===== config.mk =====
export PLATFORM = sky130hd
export DESIGN_NAME = crc_message_fragmenter
export DESIGN_NICKNAME = d
export VERILOG_FILES = /design/src/hdl/cmf_pkg.sv /design/src/hdl/cmf_front.sv /design/src/hdl/cmf_cmd_fifo.sv /design/src/hdl/cmf_back.sv /design/src/hdl/crc_message_fragmenter.sv
export SDC_FILE = /design/constraint.sdc
export NUM_CORES = 1
export LEC_CHECK = 0
export ABC_AREA = 1
export BUFFER_PORTS_ARGS = -buffer_cell sky130_fd_sc_hd__buf_2
export CAP_MARGIN = 20
export CORE_MARGIN = 10
export CORE_UTILIZATION = 44
export CTS_BUF_LIST = sky130_fd_sc_hd__clkbuf_4 sky130_fd_sc_hd__clkbuf_8
export CTS_CLUSTER_SIZE = 24
export DETAILED_ROUTE_END_ITERATION = 10
export PLACE_DENSITY = 0.7
export RECOVER_POWER = 25
export SYNTH_ARGS = -nofsm -noshare
export SYNTH_HDL_FRONTEND = slang
export SYNTH_SLANG_ARGS = --single-unit
export TNS_END_PERCENT = 1

===== constraint.sdc =====
create_clock -name clock -period 4.5 [get_ports clock]
set_clock_uncertainty 0.1 [all_clocks]
set_input_delay 0.9 -clock clock [delete_from_list [all_inputs] [get_ports clock]]
set_output_delay 0.9 -clock clock [all_outputs]
set_load 0.01 [all_outputs]

===== src/hdl/cmf_pkg.sv =====
// types, constants and the crc-16/xmodem byte update for the message fragmenter
// no dependencies
package cmf_pkg;

   localparam int CSR_INDEX_W = 1;
   localparam int CSR_DATA_W  = 16;

   localparam logic [CSR_INDEX_W-1:0] CSR_MTU_BYTES         = 1'd0;
   localparam logic [CSR_INDEX_W-1:0] CSR_MAX_MESSAGE_BYTES = 1'd1;

   localparam logic [15:0] MTU_RESET         = 16'd1472;
   localparam logic [15:0] MAX_MESSAGE_RESET = 16'd8192;
   localparam logic [15:0] MTU_FLOOR         = 16'd2;
   localparam logic [15:0] CRC_POLY          = 16'h1021;

   typedef struct packed {
      logic [7:0] data_byte;
      logic       last_byte;
      logic       empty_message;
   } req_type;

   typedef struct packed {
      logic [7:0] out_byte;
      logic       packet_end;
      logic       end_marker;
      logic       too_long;
      logic       run_last;
   } rsp_type;

   typedef enum logic [1:0] {
      CMD_BYTE,
      CMD_FINAL,
      CMD_ERROR
   } cmd_kind_type;

   // one queued job: a plain byte, a final byte with its crc trailer, or an error
   typedef struct packed {
      cmd_kind_type kind;
      logic [7:0]   data_byte;
      logic         packet_end;
      logic [15:0]  crc;
   } cmd_type;

   typedef struct packed {
      logic full;
      logic empty;
   } queue_status_type;

   typedef enum logic [1:0] {
      BACK_FIRST,
      BACK_CRC_HI,
      BACK_CRC_LO,
      BACK_MARKER
   } back_state_type;

   function automatic logic [15:0] crc16_update(input logic [15:0] crc,
                                                input logic [7:0]  data);
      logic [15:0] c;
      c = crc ^ {data, 8'h00};
      for (int i = 0; i < 8; i++) begin
         if (c[15]) begin
            c = {c[14:0], 1'b0} ^ CRC_POLY;
         end else begin
            c = {c[14:0], 1'b0};
         end
      end
      return c;
   endfunction

endpackage


===== src/hdl/cmf_front.sv =====
// front end: takes message words, keeps crc, fill and length, queues jobs
// depends on cmf_pkg
module cmf_front (
   input  logic                     clock,
   input  logic                     reset,
   input  logic                     req_valid,
   output logic                     req_ready,
   input  cmf_pkg::req_type         req_data,
   input  logic [15:0]              mtu_bytes,
   input  logic [15:0]              max_message_bytes,
   input  cmf_pkg::queue_status_type q_status,
   output logic                     push,
   output cmf_pkg::cmd_type         push_cmd
);
   import cmf_pkg::*;

   logic [15:0] crc_ff, crc_in;
   logic [15:0] fill_ff, fill_in;
   logic [15:0] length_ff, length_in;
   logic        overflowed_ff, overflowed_in;

   logic        accept;
   logic [15:0] mtu_eff;
   logic [15:0] crc_next;
   logic [15:0] fill_next;
   logic        too_long;

   assign req_ready = !q_status.full;
   assign accept    = req_valid && req_ready;
   assign mtu_eff   = (mtu_bytes < MTU_FLOOR) ? MTU_FLOOR : mtu_bytes;
   assign crc_next  = crc16_update(crc_ff, req_data.data_byte);
   assign fill_next = fill_ff + 16'd1;
   assign too_long  = ({1'b0, length_ff} + 17'd1) > {1'b0, max_message_bytes};

   always_comb begin
      crc_in        = crc_ff;
      fill_in       = fill_ff;
      length_in     = length_ff;
      overflowed_in = overflowed_ff;
      push          = 1'b0;
      push_cmd.kind       = CMD_BYTE;
      push_cmd.data_byte  = req_data.data_byte;
      push_cmd.packet_end = 1'b0;
      push_cmd.crc        = crc_next;
      if (accept && !req_data.empty_message) begin
         if (overflowed_ff) begin
            // abandoned message: drop words until its last one
            if (req_data.last_byte) begin
               overflowed_in = 1'b0;
               crc_in        = '0;
               fill_in       = '0;
               length_in     = '0;
            end
         end else if (too_long) begin
            push          = 1'b1;
            push_cmd.kind = CMD_ERROR;
            if (req_data.last_byte) begin
               crc_in    = '0;
               fill_in   = '0;
               length_in = '0;
            end else begin
               overflowed_in = 1'b1;
            end
         end else if (!req_data.last_byte) begin
            push                = 1'b1;
            push_cmd.kind       = CMD_BYTE;
            push_cmd.packet_end = (fill_next >= mtu_eff);
            crc_in              = crc_next;
            length_in           = length_ff + 16'd1;
            fill_in             = (fill_next >= mtu_eff) ? 16'd0 : fill_next;
         end else begin
            // crc bytes fit in this datagram only if two more bytes still fit
            push                = 1'b1;
            push_cmd.kind       = CMD_FINAL;
            push_cmd.packet_end = ({1'b0, fill_next} + 17'd2) > {1'b0, mtu_eff};
            crc_in              = '0;
            fill_in             = '0;
            length_in           = '0;
         end
      end
   end

   always_ff @(posedge clock) begin
      if (reset) begin
         crc_ff        <= '0;
         fill_ff       <= '0;
         length_ff     <= '0;
         overflowed_ff <= 1'b0;
      end else begin
         crc_ff        <= crc_in;
         fill_ff       <= fill_in;
         length_ff     <= length_in;
         overflowed_ff <= overflowed_in;
      end
   end

endmodule


===== src/hdl/cmf_cmd_fifo.sv =====
// small job queue between front and back ends
// depends on cmf_pkg
module cmf_cmd_fifo #(
   parameter int DEPTH = 4
) (
   input  logic                      clock,
   input  logic                      reset,
   input  logic                      push,
   input  cmf_pkg::cmd_type          push_cmd,
   input  logic                      pop,
   output cmf_pkg::cmd_type          head_cmd,
   output cmf_pkg::queue_status_type status
);
   import cmf_pkg::*;

   localparam int PTR_W = (DEPTH > 1) ? $clog2(DEPTH) : 1;
   localparam int CNT_W = $clog2(DEPTH + 1);
   localparam logic [PTR_W-1:0] PTR_LAST = PTR_W'(DEPTH - 1);
   localparam logic [CNT_W-1:0] CNT_FULL = CNT_W'(DEPTH);
   localparam logic [PTR_W-1:0] PTR_ONE  = PTR_W'(1);
   localparam logic [CNT_W-1:0] CNT_ONE  = CNT_W'(1);

   cmd_type          mem_ff [DEPTH];
   logic [PTR_W-1:0] wr_ptr_ff, wr_ptr_in;
   logic [PTR_W-1:0] rd_ptr_ff, rd_ptr_in;
   logic [CNT_W-1:0] count_ff, count_in;
   logic             do_push, do_pop;

   assign status.full  = (count_ff == CNT_FULL);
   assign status.empty = (count_ff == '0);
   assign do_push      = push && !status.full;
   assign do_pop       = pop && !status.empty;
   assign head_cmd     = mem_ff[rd_ptr_ff];

   always_comb begin
      wr_ptr_in = wr_ptr_ff;
      rd_ptr_in = rd_ptr_ff;
      count_in  = count_ff;
      if (do_push) begin
         wr_ptr_in = (wr_ptr_ff == PTR_LAST) ? '0 : wr_ptr_ff + PTR_ONE;
      end
      if (do_pop) begin
         rd_ptr_in = (rd_ptr_ff == PTR_LAST) ? '0 : rd_ptr_ff + PTR_ONE;
      end
      if (do_push && !do_pop) begin
         count_in = count_ff + CNT_ONE;
      end else if (do_pop && !do_push) begin
         count_in = count_ff - CNT_ONE;
      end
   end

   always_ff @(posedge clock) begin
      if (reset) begin
         wr_ptr_ff <= '0;
         rd_ptr_ff <= '0;
         count_ff  <= '0;
      end else begin
         wr_ptr_ff <= wr_ptr_in;
         rd_ptr_ff <= rd_ptr_in;
         count_ff  <= count_in;
      end
   end

   always_ff @(posedge clock) begin
      if (do_push) begin
         mem_ff[wr_ptr_ff] <= push_cmd;
      end
   end

endmodule


===== src/hdl/cmf_back.sv =====
// back end: expands queued jobs into result words through an output register
// depends on cmf_pkg
module cmf_back (
   input  logic                      clock,
   input  logic                      reset,
   input  cmf_pkg::queue_status_type q_status,
   input  cmf_pkg::cmd_type          head_cmd,
   output logic                      pop,
   output logic                      rsp_valid,
   input  logic                      rsp_ready,
   output cmf_pkg::rsp_type          rsp_data
);
   import cmf_pkg::*;

   back_state_type state_ff, state_in;
   logic           rsp_valid_ff, rsp_valid_in;
   rsp_type        rsp_data_ff, rsp_data_in;
   logic           advance;

   assign advance   = !q_status.empty && (!rsp_valid_ff || rsp_ready);
   assign rsp_valid = rsp_valid_ff;
   assign rsp_data  = rsp_data_ff;

   // next state
   always_comb begin
      state_in = state_ff;
      if (advance) begin
         case (state_ff)
            BACK_FIRST:  state_in = (head_cmd.kind == CMD_FINAL) ? BACK_CRC_HI : BACK_FIRST;
            BACK_CRC_HI: state_in = BACK_CRC_LO;
            BACK_CRC_LO: state_in = BACK_MARKER;
            BACK_MARKER: state_in = BACK_FIRST;
            default:     state_in = BACK_FIRST;
         endcase
      end
   end

   // outputs
   always_comb begin
      rsp_data_in = '0;
      pop         = 1'b0;
      case (state_ff)
         BACK_FIRST: begin
            if (head_cmd.kind == CMD_ERROR) begin
               rsp_data_in.too_long = 1'b1;
               rsp_data_in.run_last = 1'b1;
               pop                  = advance;
            end else begin
               rsp_data_in.out_byte   = head_cmd.data_byte;
               rsp_data_in.packet_end = head_cmd.packet_end;
               rsp_data_in.run_last   = (head_cmd.kind != CMD_FINAL);
               pop                    = advance && (head_cmd.kind != CMD_FINAL);
            end
         end
         BACK_CRC_HI: begin
            rsp_data_in.out_byte = head_cmd.crc[15:8];
         end
         BACK_CRC_LO: begin
            rsp_data_in.out_byte   = head_cmd.crc[7:0];
            rsp_data_in.packet_end = 1'b1;
         end
         BACK_MARKER: begin
            rsp_data_in.end_marker = 1'b1;
            rsp_data_in.run_last   = 1'b1;
            pop                    = advance;
         end
         default: begin
            rsp_data_in = '0;
         end
      endcase
   end

   always_comb begin
      if (advance) begin
         rsp_valid_in = 1'b1;
      end else if (rsp_ready) begin
         rsp_valid_in = 1'b0;
      end else begin
         rsp_valid_in = rsp_valid_ff;
      end
   end

   always_ff @(posedge clock) begin
      if (reset) begin
         state_ff     <= BACK_FIRST;
         rsp_valid_ff <= 1'b0;
      end else begin
         state_ff     <= state_in;
         rsp_valid_ff <= rsp_valid_in;
      end
   end

   always_ff @(posedge clock) begin
      if (advance) begin
         rsp_data_ff <= rsp_data_in;
      end
   end

endmodule


===== src/hdl/crc_message_fragmenter.sv =====
// top level of the crc-16/xmodem message fragmenter
// depends on cmf_pkg, cmf_front, cmf_cmd_fifo and cmf_back
//
//  channel  ports                         direction  carries
//  req      req_valid/req_ready/req_data  in         one message byte per word
//  rsp      rsp_valid/rsp_ready/rsp_data  out        one datagram byte, marker or error
//  csr      csr_write/csr_index/csr_wdata in         mtu and message limit writes
//
// req and rsp each run a word per cycle, unless the queue is full or rsp is not ready
// the last byte of a message gives four rsp words (byte, crc high, crc low, end marker),
// and the back end pops that job only with the marker, while the front end keeps queueing
// an accepted word reaches rsp via the queue write, then the output register
// req_ready drops only when the job queue is full; rsp stalls back up through the queue
// synchronous active-high reset clears message state and loads mtu 1472, limit 8192
module crc_message_fragmenter #(
   parameter int QUEUE_DEPTH = 4
) (
   input  logic                                 clock,
   input  logic                                 reset,
   input  logic                                 req_valid,
   output logic                                 req_ready,
   input  cmf_pkg::req_type                     req_data,
   output logic                                 rsp_valid,
   input  logic                                 rsp_ready,
   output cmf_pkg::rsp_type                     rsp_data,
   input  logic                                 csr_write,
   input  logic [cmf_pkg::CSR_INDEX_W-1:0]      csr_index,
   input  logic [cmf_pkg::CSR_DATA_W-1:0]       csr_wdata
);
   import cmf_pkg::*;

   // configuration registers
   logic [15:0] mtu_ff, mtu_in;
   logic [15:0] max_msg_ff, max_msg_in;

   // queue hookup
   logic             push;
   cmd_type          push_cmd;
   logic             pop;
   cmd_type          head_cmd;
   queue_status_type q_status;

   always_comb begin
      mtu_in     = mtu_ff;
      max_msg_in = max_msg_ff;
      if (csr_write) begin
         case (csr_index)
            CSR_MTU_BYTES:         mtu_in     = csr_wdata;
            CSR_MAX_MESSAGE_BYTES: max_msg_in = csr_wdata;
            default:               mtu_in     = mtu_ff;
         endcase
      end
   end

   always_ff @(posedge clock) begin
      if (reset) begin
         mtu_ff     <= MTU_RESET;
         max_msg_ff <= MAX_MESSAGE_RESET;
      end else begin
         mtu_ff     <= mtu_in;
         max_msg_ff <= max_msg_in;
      end
   end

   // front end: crc, datagram fill, length limit, job classification
   cmf_front u_front (
      .clock             (clock),
      .reset             (reset),
      .req_valid         (req_valid),
      .req_ready         (req_ready),
      .req_data          (req_data),
      .mtu_bytes         (mtu_ff),
      .max_message_bytes (max_msg_ff),
      .q_status          (q_status),
      .push              (push),
      .push_cmd          (push_cmd)
   );

   // decouples the byte-per-cycle front from the multi-word trailer in the back
   cmf_cmd_fifo #(
      .DEPTH (QUEUE_DEPTH)
   ) u_queue (
      .clock    (clock),
      .reset    (reset),
      .push     (push),
      .push_cmd (push_cmd),
      .pop      (pop),
      .head_cmd (head_cmd),
      .status   (q_status)
   );

   // back end: one rsp word per cycle from the head job when not stalled
   cmf_back u_back (
      .clock     (clock),
      .reset     (reset),
      .q_status  (q_status),
      .head_cmd  (head_cmd),
      .pop       (pop),
      .rsp_valid (rsp_valid),
      .rsp_ready (rsp_ready),
      .rsp_data  (rsp_data)
   );

endmodule


==> run_results.csv, run 1 <==
group,metric,value,unit
cts,cts_sinks,213,
detailed_routing,drt_iter0_drc,625,
run_status,failed_checks,"capacitance limit, slew limit",
floorplanning,die_w,180,microns
timing,rsz0062_at_grt,"no",
critical_path,ff2ff_path_depth,21,
power,peakVddDrop,0.000264,V
critical_path,r2r_setup_slack,0.62,ns
critical_path,cpMaxStageDelayCell,"dfxtp_1",
logic_synthesis,synth.most_common_cell,"nand2_1",
detailed_routing,ant_nets,0,
detailed_routing,drt-pass1-iter-count,5,
detailed_routing,routedWlPerCell,15.9,microns
grt,grt_pass1_vias,8798,
logic_synthesis,synthAdderAreaFrac,7.07,%
cts,clock_latency,0.56,ns
logic_synthesis,synth_top_family_by_area,"simple AND/OR/NAND/NOR gates",
floorplanning,start_util,44.7,%
layout,final_nets,1449,
logic_synthesis,synthMuxAreaShare,0,%
logic_synthesis,yosys.area.top_type_share,32.0,%
logic_synthesis,synth-compound-area-share,14.5,%
logic_synthesis,yosysSeqAreaShare,48.6,%
critical_path,crit_path_end_kind,"register",
logic_synthesis,synth-simple-area-share,17.8,%
layout,drive_above_1_share,10.4,%
critical_path,cp_max_fo,10,
cts,path_clk_slew,0.07,ns
timing,fin_crit,3.88,ns
grt,overflow,0,
hold_path,hold_path_class,"register to register",
cts,cts_resized,0,
logic_synthesis,yosys-top-cells-area,"edfxtp_1 32%, dfxtp_1 17%, ha_1 6.9%, o21ai_0 6.7%, nand2_1 5.7%",
critical_path,arrival,4.06,ns
logic_synthesis,synth_edf_count,120,
grt,grt.total_usage,16.2,%
logic_synthesis,synth-seq-cells,213,
timing,max-slew-margin-rel,-41.0,%
logic_synthesis,synth_common_cells,"171 x nand2_1, 150 x nor2_1, 150 x o21ai_0",
logic_synthesis,yosysUniqueCellTypes,43,
critical_path,worstSetupPathType,"register to register",
logic_synthesis,synth_ff_type,"edfxtp_1",
logic_synthesis,synth_area_leader_cell,"edfxtp_1",
grt,antenna_found_initial,0,
cts,numCtsBuffers,37,
logic_synthesis,synth-xor-area-share,4.56,%
place,place_hpwl,18.2,mm
layout,area_growth,11.8,%
cts,hold_buffers,0,
flow_run,drv_cap,1,
timing,hold_viol_final,0,
cts,cts_tree,"built",
logic_synthesis,syn-cell-area,11200,sq um
place,place.gp.congestion,0.898,
logic_synthesis,ys_async_sr_fraction,0,%
critical_path,rr_startpoint,"u_front.fill_ff[0]$_SDFFE_PP0P_",
critical_path,worstPathCellList,"ha_1 > xor2_1 > ha_1 > nand2_1 > nor2_1 > nand3_1 > nand3b_4 > nor2_4 > xor2_1 > inv_1 > ha_1 > nand2_1 > nor2_1 > a211oi_1 > nand2_1 > nand2_1 > nand2_1 > a21oi_1 > nor2_1 > nor2_1 > nor2_1",
floorplanning,die_h,180,microns
cts,cts.path.max_buffers,3,
critical_path,r2r-end,"u_queue.mem_ff[0][16]$_DFFE_PP_",
cts,cts_setup_buffers,0,
hold_path,hold_end,"max_msg_ff[15]$_SDFFE_PP0P_",
power,power_density,508,nW/um^2
timing,fin_crit_sh,86.2,%
detailed_routing,wirelength,27.2,mm
layout,diodes,0,
place,post-place-ws,0.719,ns
cts,cts_root_buf,"clkbuf_8",
detailed_routing,routed_via_density,5.34,
detailed_routing,drc,0,
critical_path,crit_path_start_kind,"register",
logic_synthesis,syn_inst,1313,
cts,htree_levels,2,
grt,grt_max_degree,61,
layout,seq_area,5470,sq um
logic_synthesis,yosys_warnings,0,
floorplanning,num_io_pins,46,
timing,max_freq,258,MHz
layout,n_fill_cell,2364,
detailed_routing,routed-via-count,9139,
hold_path,hp-start,"max_msg_ff[15]$_SDFFE_PP0P_",
grt,grt_pass1_wl,44.6,mm
logic_synthesis,syn_nets,1408,
timing,setup_violations,0,
hold_path,hold_depth,2,
timing,setup_ws,0.621,ns
power,power.leakage,5.16,nW
floorplanning,rows,58,
place,portBuffers,45,
critical_path,cp_slowest_stage_delay,0.53,ns
timing,worst_pin_slew,2.12,ns
logic_synthesis,avgSynthCellArea,8.57,sq um
run_status,outcome,"complete, but fails checks",
timing,report.final.slew_viol_count,55,
critical_path,crit_required,4.69,ns
floorplanning,core,25200,sq um
timing,timing.setup.tns,0,ns
layout,multi_input_area,4960,sq um
floorplanning,die_area,32400,sq um
==> layout make-up <==
class	instances	share of cell area [%]
Timing Repair Buffer	65	2.94
Inverter	155	4.63
Clock inverter	15	1.20
Clock buffer	50	5.03
Sequential cell	213	43.5
Tap cell	330	3.28
Multi-Input combinational cell	882	39.5
==> metal layers <==
metal  up-vias  wire length [microns]  global-route usage [%]
li1       4547                      -                       -
met1      4319                  12500                    21.2
met2       227                  12700                    26.5
met3        46                   1420                    2.99
met4         0                    540                    5.09
met5         -                      0                       0
==> cell usage in the layout, fill, tap and decap left out, types with 10 or more instances in the layout <==
cell      instances
edfxtp_1        120
inv_1           149
ha_1             62
nand3_1          72
buf_4            17
a21oi_1          96
clkbuf_1         11
dfxtp_1          93
nor2_1          146
nand4_1          28
xor2_1           35
clkinv_1         10
o21ai_0         150
buf_2            36
nor3_1           12
xnor2_1          18
clkbuf_8         41
o22ai_1          26
nand2_1         171
==> how the worst max path moves through the flow <==
stage	start	end	slack, ns	cells after the start
global route	u_front.fill_ff[0]$_SDFFE_PP0P_	u_queue.mem_ff[0][16]$_DFFE_PP_	0.25	21
detailed placement	u_front.fill_ff[0]$_SDFFE_PP0P_	u_queue.mem_ff[0][16]$_DFFE_PP_	0.72	21
finish	u_front.fill_ff[0]$_SDFFE_PP0P_	u_queue.mem_ff[0][16]$_DFFE_PP_	0.62	21
global placement	u_front.fill_ff[0]$_SDFFE_PP0P_	u_queue.mem_ff[3][16]$_DFFE_PP_	0.79	21
CTS	u_front.fill_ff[0]$_SDFFE_PP0P_	u_queue.mem_ff[0][16]$_DFFE_PP_	0.68	21
floorplan	req_data[0]	u_queue.mem_ff[0][0]$_DFFE_PP_	1.16	5
==> stage by stage <==
stage / instances / utilization [%] / hold slack [ns] / power, mW / area, sq um
detailed placement: 1645 / 46.9 / 0.358 / 4.55 / 11800
finish: 1710 / 49.9 / 0.365 / 6.39 / 12600
floorplan: 1313 / - / 0.330 / 3.94 / 11200
CTS: 1710 / 50.0 / 0.367 / 6.44 / 12600
global placement: 1645 / 46.9 / 0.349 / 4.50 / 11800
global route: 1710 / 49.9 / 0.399 / 6.80 / 12600
==> sequential cells by signal, summed over array words and instances, names as in the netlist, named ones only <==
register / flops
u_front.length_ff: 16
u_back.state_ff: 2
u_queue.count_ff: 3
u_front.overflowed_ff: 1
u_queue.mem_ff: 108
u_front.crc_ff: 16
u_back.rsp_valid: 1
u_queue.rd_ptr_ff: 2
u_back.rsp_data: 12
mtu_ff: 16
max_msg_ff: 16
u_queue.wr_ptr_ff: 2
u_front.fill_ff: 16
==> worst max-delay path, delay by kind of cell (launching register included) <==
| kind | cells | cell delay, ns |
|---|---|---|
| and+or+nand+nor | 13 | 1.35 |
| buffers and inverters | 1 | 0.06 |
| adders and majority gates | 3 | 0.82 |
| xor gates and xnor gates | 2 | 0.44 |
| DFF | 1 | 0.53 |
| AOI/OAI and AO/OA | 2 | 0.29 |
==> logic make-up (layout without fill, tap and decap cells) <==
logic type / Yosys count / in the layout
simple gates: 458 / 458
compound gates: 305 / 305
flops: 213 / 213
fa+ha+maj: 63 / 63
xor+xnor: 56 / 56
buf+inv: 218 / 285
==> power by group <==
group	internal (mW)	switching (mW)
logic	0.632	1.32
clock network	1.04	0.833
registers	2.43	0.134
total	4.10	2.29
Power figures use the tool's default switching activity.
==> run 2: changes to the inputs <==
- BUFFER_PORTS_ARGS: -buffer_cell sky130_fd_sc_hd__buf_2 -> -buffer_cell sky130_fd_sc_hd__buf_4
==> run 2 against run 1 <==
  * Total power shrank 0.61%
  * Setup slack worse by 0.19 ns
  * Non-clock buffer count fell by 1
  * Fmax decreased by 4.7%
  * Critical endpoint is now u_queue.mem_ff[1][16]$_DFFE_PP_
  * Hold slack worse by 0.0018 ns
  * Clock power shrank 4%
  * First-iteration DRC count is 15% higher
  * The run still ends with capacitance limit, slew limit left
  * Cell area rose by 0.37%
  * Global-route usage fell by 0.069 points
  * Combinational power hardly changed
  * Critical path depth stayed put
  * Cell count up 0.12%
==> run_results.csv, run 2 (same netlist as run 1, synthesis figures left out) <==
group,metric,value,unit
run_status,outcome,"complete, but fails checks",
run_status,failed_checks,"capacitance limit, slew limit",
critical_path,crit_path_end_kind,"register",
layout,final_nets,1448,
critical_path,crit_required,4.67,ns
cts,path_clk_slew,0.06,ns
critical_path,r2r_setup_slack,0.43,ns
cts,cts.path.max_buffers,3,
critical_path,crit_path_start_kind,"register",
detailed_routing,routedWlPerCell,15.7,microns
timing,rsz0062_at_grt,"no",
floorplanning,die_area,32400,sq um
cts,cts_sinks,213,
cts,cts_tree,"built",
hold_path,hp-start,"max_msg_ff[3]$_SDFFE_PP0P_",
grt,grt_max_degree,61,
layout,area_growth,12.2,%
floorplanning,die_h,180,microns
cts,cts_resized,0,
critical_path,crit_family,"simple AND/OR/NAND/NOR gates",
grt,overflow,0,
layout,drive_above_1_share,10.7,%
timing,setup_violations,0,
detailed_routing,drc,0,
critical_path,cpMaxStageDelayCell,"dfxtp_1",
layout,n_fill_cell,2388,
power,peakVddDrop,0.000263,V
hold_path,hold_end,"max_msg_ff[3]$_SDFFE_PP0P_",
cts,hold_buffers,0,
timing,max_freq,246,MHz
critical_path,worstPathCellList,"ha_1 > xor2_1 > ha_1 > nand2_1 > nor2_1 > nand3_1 > nand3b_4 > nor2_4 > xor2_1 > inv_1 > ha_1 > nand2_1 > nor2_1 > a211oi_1 > nand2_1 > nand2_1 > nand2_1 > a21oi_1 > nor2_1 > nor2_1 > nor2_1",
layout,largest_register_ffs,108,
timing,max-slew-margin-rel,-46.6,%
floorplanning,core,25200,sq um
critical_path,r2r-end,"u_queue.mem_ff[1][16]$_DFFE_PP_",
detailed_routing,wirelength,26.9,mm
timing,timing.setup.tns,0,ns
grt,grt_pass1_wl,44.7,mm
grt,grt_pass1_vias,8992,
layout,top_register,"u_queue.mem_ff",
cts,numCtsBuffers,37,
timing,fin_crit,4.07,ns
critical_path,rr_startpoint,"u_front.fill_ff[0]$_SDFFE_PP0P_",
cts,clock_latency,0.54,ns
critical_path,cp_slowest_stage_delay,0.54,ns
cts,cts_setup_buffers,0,
place,portBuffers,45,
cts,cts_root_buf,"clkbuf_8",
flow_run,drv_cap,1,
layout,final_common_cell,"nand2_1",
timing,worst_pin_slew,2.20,ns
place,place_hpwl,18.1,mm
detailed_routing,ant_nets,0,
layout,diodes,0,
cts,htree_levels,2,
critical_path,arrival,4.24,ns
timing,report.final.slew_viol_count,55,
floorplanning,die_w,180,microns
power,power.total,6.35,mW
grt,antenna_found_initial,0,
floorplanning,rows,58,
timing,hold_viol_final,0,
power,power_density,503,nW/um^2
power,power.leakage,5.19,nW
critical_path,cp_max_fo,10,
hold_path,hold_path_class,"register to register",
critical_path,ff2ff_path_depth,21,
floorplanning,num_io_pins,46,
layout,final_cell_mix,"171 x nand2_1, 150 x o21ai_0, 149 x inv_1, 146 x nor2_1, 120 x edfxtp_1",
grt,grt.total_usage,16.1,%
floorplanning,start_util,44.7,%
place,place.gp.congestion,0.874,
critical_path,worstSetupPathType,"register to register",
detailed_routing,routed_via_density,5.33,
detailed_routing,drt_iter0_drc,719,
hold_path,hold_depth,2,
timing,fin_crit_sh,90.4,%
detailed_routing,routed-via-count,9118,
detailed_routing,drt-pass1-iter-count,5,
critical_path,cp_num_buf_inv,1,
run 2: tightest hold or removal path, cell delays in order (launching register included):
cell	delay (ns)
dfxtp_1	0.29
inv_1	0.06
a21oi_1	0.06
run 2: per-layer routing:
layer	track usage, %	share of wire (%)	up-vias
met1	21.3	46	4319
met5	0	0	-
met3	2.99	5.1	39
met2	26.1	47	215
li1	-	-	4545
met4	5.26	1.8	0
run 2: how the worst max path moves through the flow:
stage | slack [ns] | endpoint | start | cells past startpoint
6_report | 0.43 | u_queue.mem_ff[1][16]$_DFFE_PP_ | u_front.fill_ff[0]$_SDFFE_PP0P_ | 21
5_1_grt | 0.07 | u_queue.mem_ff[0][16]$_DFFE_PP_ | u_front.fill_ff[0]$_SDFFE_PP0P_ | 21
4_1_cts | 0.50 | u_queue.mem_ff[0][16]$_DFFE_PP_ | u_front.fill_ff[0]$_SDFFE_PP0P_ | 21
3_5_place_dp | 0.55 | u_queue.mem_ff[0][16]$_DFFE_PP_ | u_front.fill_ff[0]$_SDFFE_PP0P_ | 21
3_3_place_gp | 0.65 | u_queue.mem_ff[2][16]$_DFFE_PP_ | u_front.fill_ff[0]$_SDFFE_PP0P_ | 21
2_1_floorplan | 1.16 | u_queue.mem_ff[0][0]$_DFFE_PP_ | req_data[0] | 5
run 2: through the flow:
stage                     area [sq um]  util [%]  setup slack [ns]  hold WS (ns)  std cells
final                            12600      50.1             0.431         0.363       1712
after CTS                        12700      50.3             0.499         0.366       1712
after global placement           11900      47.3             0.651         0.348       1644
after detailed placement         11900      47.3             0.553         0.355       1644
after floorplan                  11200         -              1.16         0.330       1313
after global routing             12600      50.1            0.0690         0.394       1712
run 2: area by class of cell:
type / count / area, sq um / share of cell area (%)
sequential: 213 / 5470 / 43.3
multi-input combinational: 882 / 4960 / 39.3
clock buffer: 60 / 713 / 5.65
inverter: 155 / 582 / 4.61
timing repair buffer: 64 / 439 / 3.48
tap: 330 / 413 / 3.27
clock inverter: 8 / 46.3 / 0.367
run 2: power breakdown:
group | switching, mW | internal, mW | total [mW]
combinational | 1.33 | 0.663 | 1.99
sequential | 0.135 | 2.43 | 2.56
clock | 0.794 | 1.01 | 1.80
==> run 3: changes to the inputs <==
- CORE_UTILIZATION: 44 -> 55
- PLACE_DENSITY: 0.7 -> 0.82
==> run 3 against run 2 <==
  * The flow now finishes without violations
  * Utilization grew 12 points
  * Setup slack improved by 0.12 ns
  * Fmax increased by 3.1%
  * Total power decreased by 0.30%
  * Register-to-register slack better by 0.12 ns
  * Sequential power hardly changed
  * Largest cell class unchanged
  * Cell count decreased by 3.9%
  * Sequential share of layout area grew 0.31 points
  * Sequential cell count is the same
  * Clock power barely moved
  * First-iteration DRC count up 0.83%
  * Highest routed layer unchanged
  * Wire length is 2.4% lower
  * Largest power group unchanged
==> run_results.csv, run 3 (same netlist as run 1, synthesis figures left out) <==
group,metric,value,unit
power,power.leakage,5.18,nW
floorplanning,die_h,163,microns
power,peakVddDrop,0.000373,V
cts,cts_tree,"built",
layout,drive_above_1_share,10.4,%
layout,top_register,"u_queue.mem_ff",
grt,overflow,0,
detailed_routing,routedWlPerCell,16.0,microns
floorplanning,die_w,163,microns
timing,fin_crit,3.95,ns
layout,fin_cells,1646,
layout,fin_area,12500,sq um
place,place.gp.congestion,0.902,
timing,max_freq,253,MHz
timing,rsz0062_at_grt,"no",
layout,area_growth,11.4,%
critical_path,cp_max_fo,16,
layout,final_cell_mix,"171 x nand2_1, 150 x o21ai_0, 149 x inv_1, 146 x nor2_1, 120 x edfxtp_1",
timing,max-slew-margin-rel,44.8,%
cts,cts_root_buf,"clkbuf_8",
floorplanning,die_area,26600,sq um
grt,grt_pass1_wl,43.8,mm
place,portBuffers,45,
floorplanning,core,20200,sq um
detailed_routing,ant_nets,0,
floorplanning,rows,52,
grt,grt_pass1_vias,8933,
floorplanning,num_io_pins,46,
place,numPlacedInstances,1583,
cts,hold_buffers,0,
grt,grt.total_usage,19.7,%
cts,numCtsBuffers,37,
run_status,outcome,"finished, final reports clean",
power,power_density,506,nW/um^2
detailed_routing,drt-pass1-iter-count,5,
cts,cts_setup_buffers,0,
layout,diodes,0,
cts,cts.path.max_buffers,3,
timing,report.final.slew_viol_count,0,
cts,clock_latency,0.55,ns
grt,grt_max_degree,61,
cts,cts_resized,0,
timing,worst_pin_slew,0.826,ns
cts,path_clk_slew,0.06,ns
cts,htree_levels,2,
timing,hold_viol_final,0,
layout,largest_register_ffs,108,
critical_path,crit_required,4.71,ns
flow_run,drv_cap,0,
layout,final_common_cell,"nand2_1",
timing,setup_violations,0,
layout,final_nets,1447,
detailed_routing,drc,0,
detailed_routing,drt_iter0_drc,725,
place,dpl-instance-area,11800,sq um
place,place_hpwl,17.9,mm
hold_path,hold_path_class,"register to register",
cts,cts_sinks,213,
critical_path,worstSetupPathType,"register to register",
floorplanning,start_util,55.8,%
timing,timing.setup.tns,0,ns
critical_path,arrival,4.16,ns
grt,antenna_found_initial,0,
critical_path,crit_path_end_kind,"register",
detailed_routing,routed_via_density,5.62,
detailed_routing,routed-via-count,9246,
critical_path,crit_path_start_kind,"register",
timing,fin_crit_sh,87.7,%
detailed_routing,wirelength,26.3,mm
[run 3: cell count changes in the layout (fill, tap and decap cells not counted), sizes merged]
cell / previous run / this run
clkinv: 10 / 11
bufinv: 0 / 2
clkbuf: 71 / 62
[run 3: where the power goes]
part	switching, mW	internal [mW]	total (mW)
clock	0.780	1.02	1.80
sequential	0.155	2.43	2.58
combinational	1.29	0.658	1.95
[run 3: final timing paths]
path | start | to | slack (ns) | depth (start not counted)
hold / removal | mtu_ff[0]$_SDFFE_PP0P_ | mtu_ff[0]$_SDFFE_PP0P_ | 0.35 | 2
setup reg to reg | u_front.length_ff[0]$_SDFFE_PP0P_ | u_queue.mem_ff[3][16]$_DFFE_PP_ | 0.55 | 18
hold reg to reg | mtu_ff[0]$_SDFFE_PP0P_ | mtu_ff[0]$_SDFFE_PP0P_ | 0.35 | 2
setup / recovery | u_front.length_ff[0]$_SDFFE_PP0P_ | u_queue.mem_ff[3][16]$_DFFE_PP_ | 0.55 | 18
[run 3: per-layer routing]
layer | routed length [microns] | GRT usage (%)
met3 | 1860 | 4.10
met1 | 11300 | 25.3
met5 | 0 | 0
met4 | 384 | 5.41
met2 | 12800 | 32.9
[run 3: worst max-delay path, stage by stage (launching register included)]
cell and delay, ns:
dfxtp_1 0.42, ha_1 0.27, nand2_1 0.07, nor2_1 0.16, nand3_1 0.17, nor3_1 0.28, nand3_1 0.14, xor2_1 0.16
inv_1 0.07, ha_1 0.30, nand2_1 0.09, nor3_1 0.21, nand4_1 0.10, nor2_1 0.09, nand3_1 0.09, nand2_2 0.25
buf_4 0.29, o211ai_1 0.11, nor2_1 0.31
[run 3: per-stage QoR]
step | worst slack [ns] | power (mW) | hold slack, ns | utilization (%)
final | 0.552 | 6.33 | 0.351 | 62.1
after global routing | 0.270 | 6.72 | 0.389 | 62.1
after global placement | 0.771 | 4.47 | 0.342 | 58.6
after CTS | 0.649 | 6.36 | 0.354 | 62.3
after detailed placement | 0.748 | 4.55 | 0.347 | 58.6
after floorplan | 1.16 | 3.94 | 0.330 | -
[run 3: cell type report]
type	instances	area, sq um
sequential	213	5470
clock inverter	11	123
multi-input combinational	882	4950
clock buffer	52	628
inverter	155	582
timing repair buffer	63	439
tap	270	338
fill	1670	7640
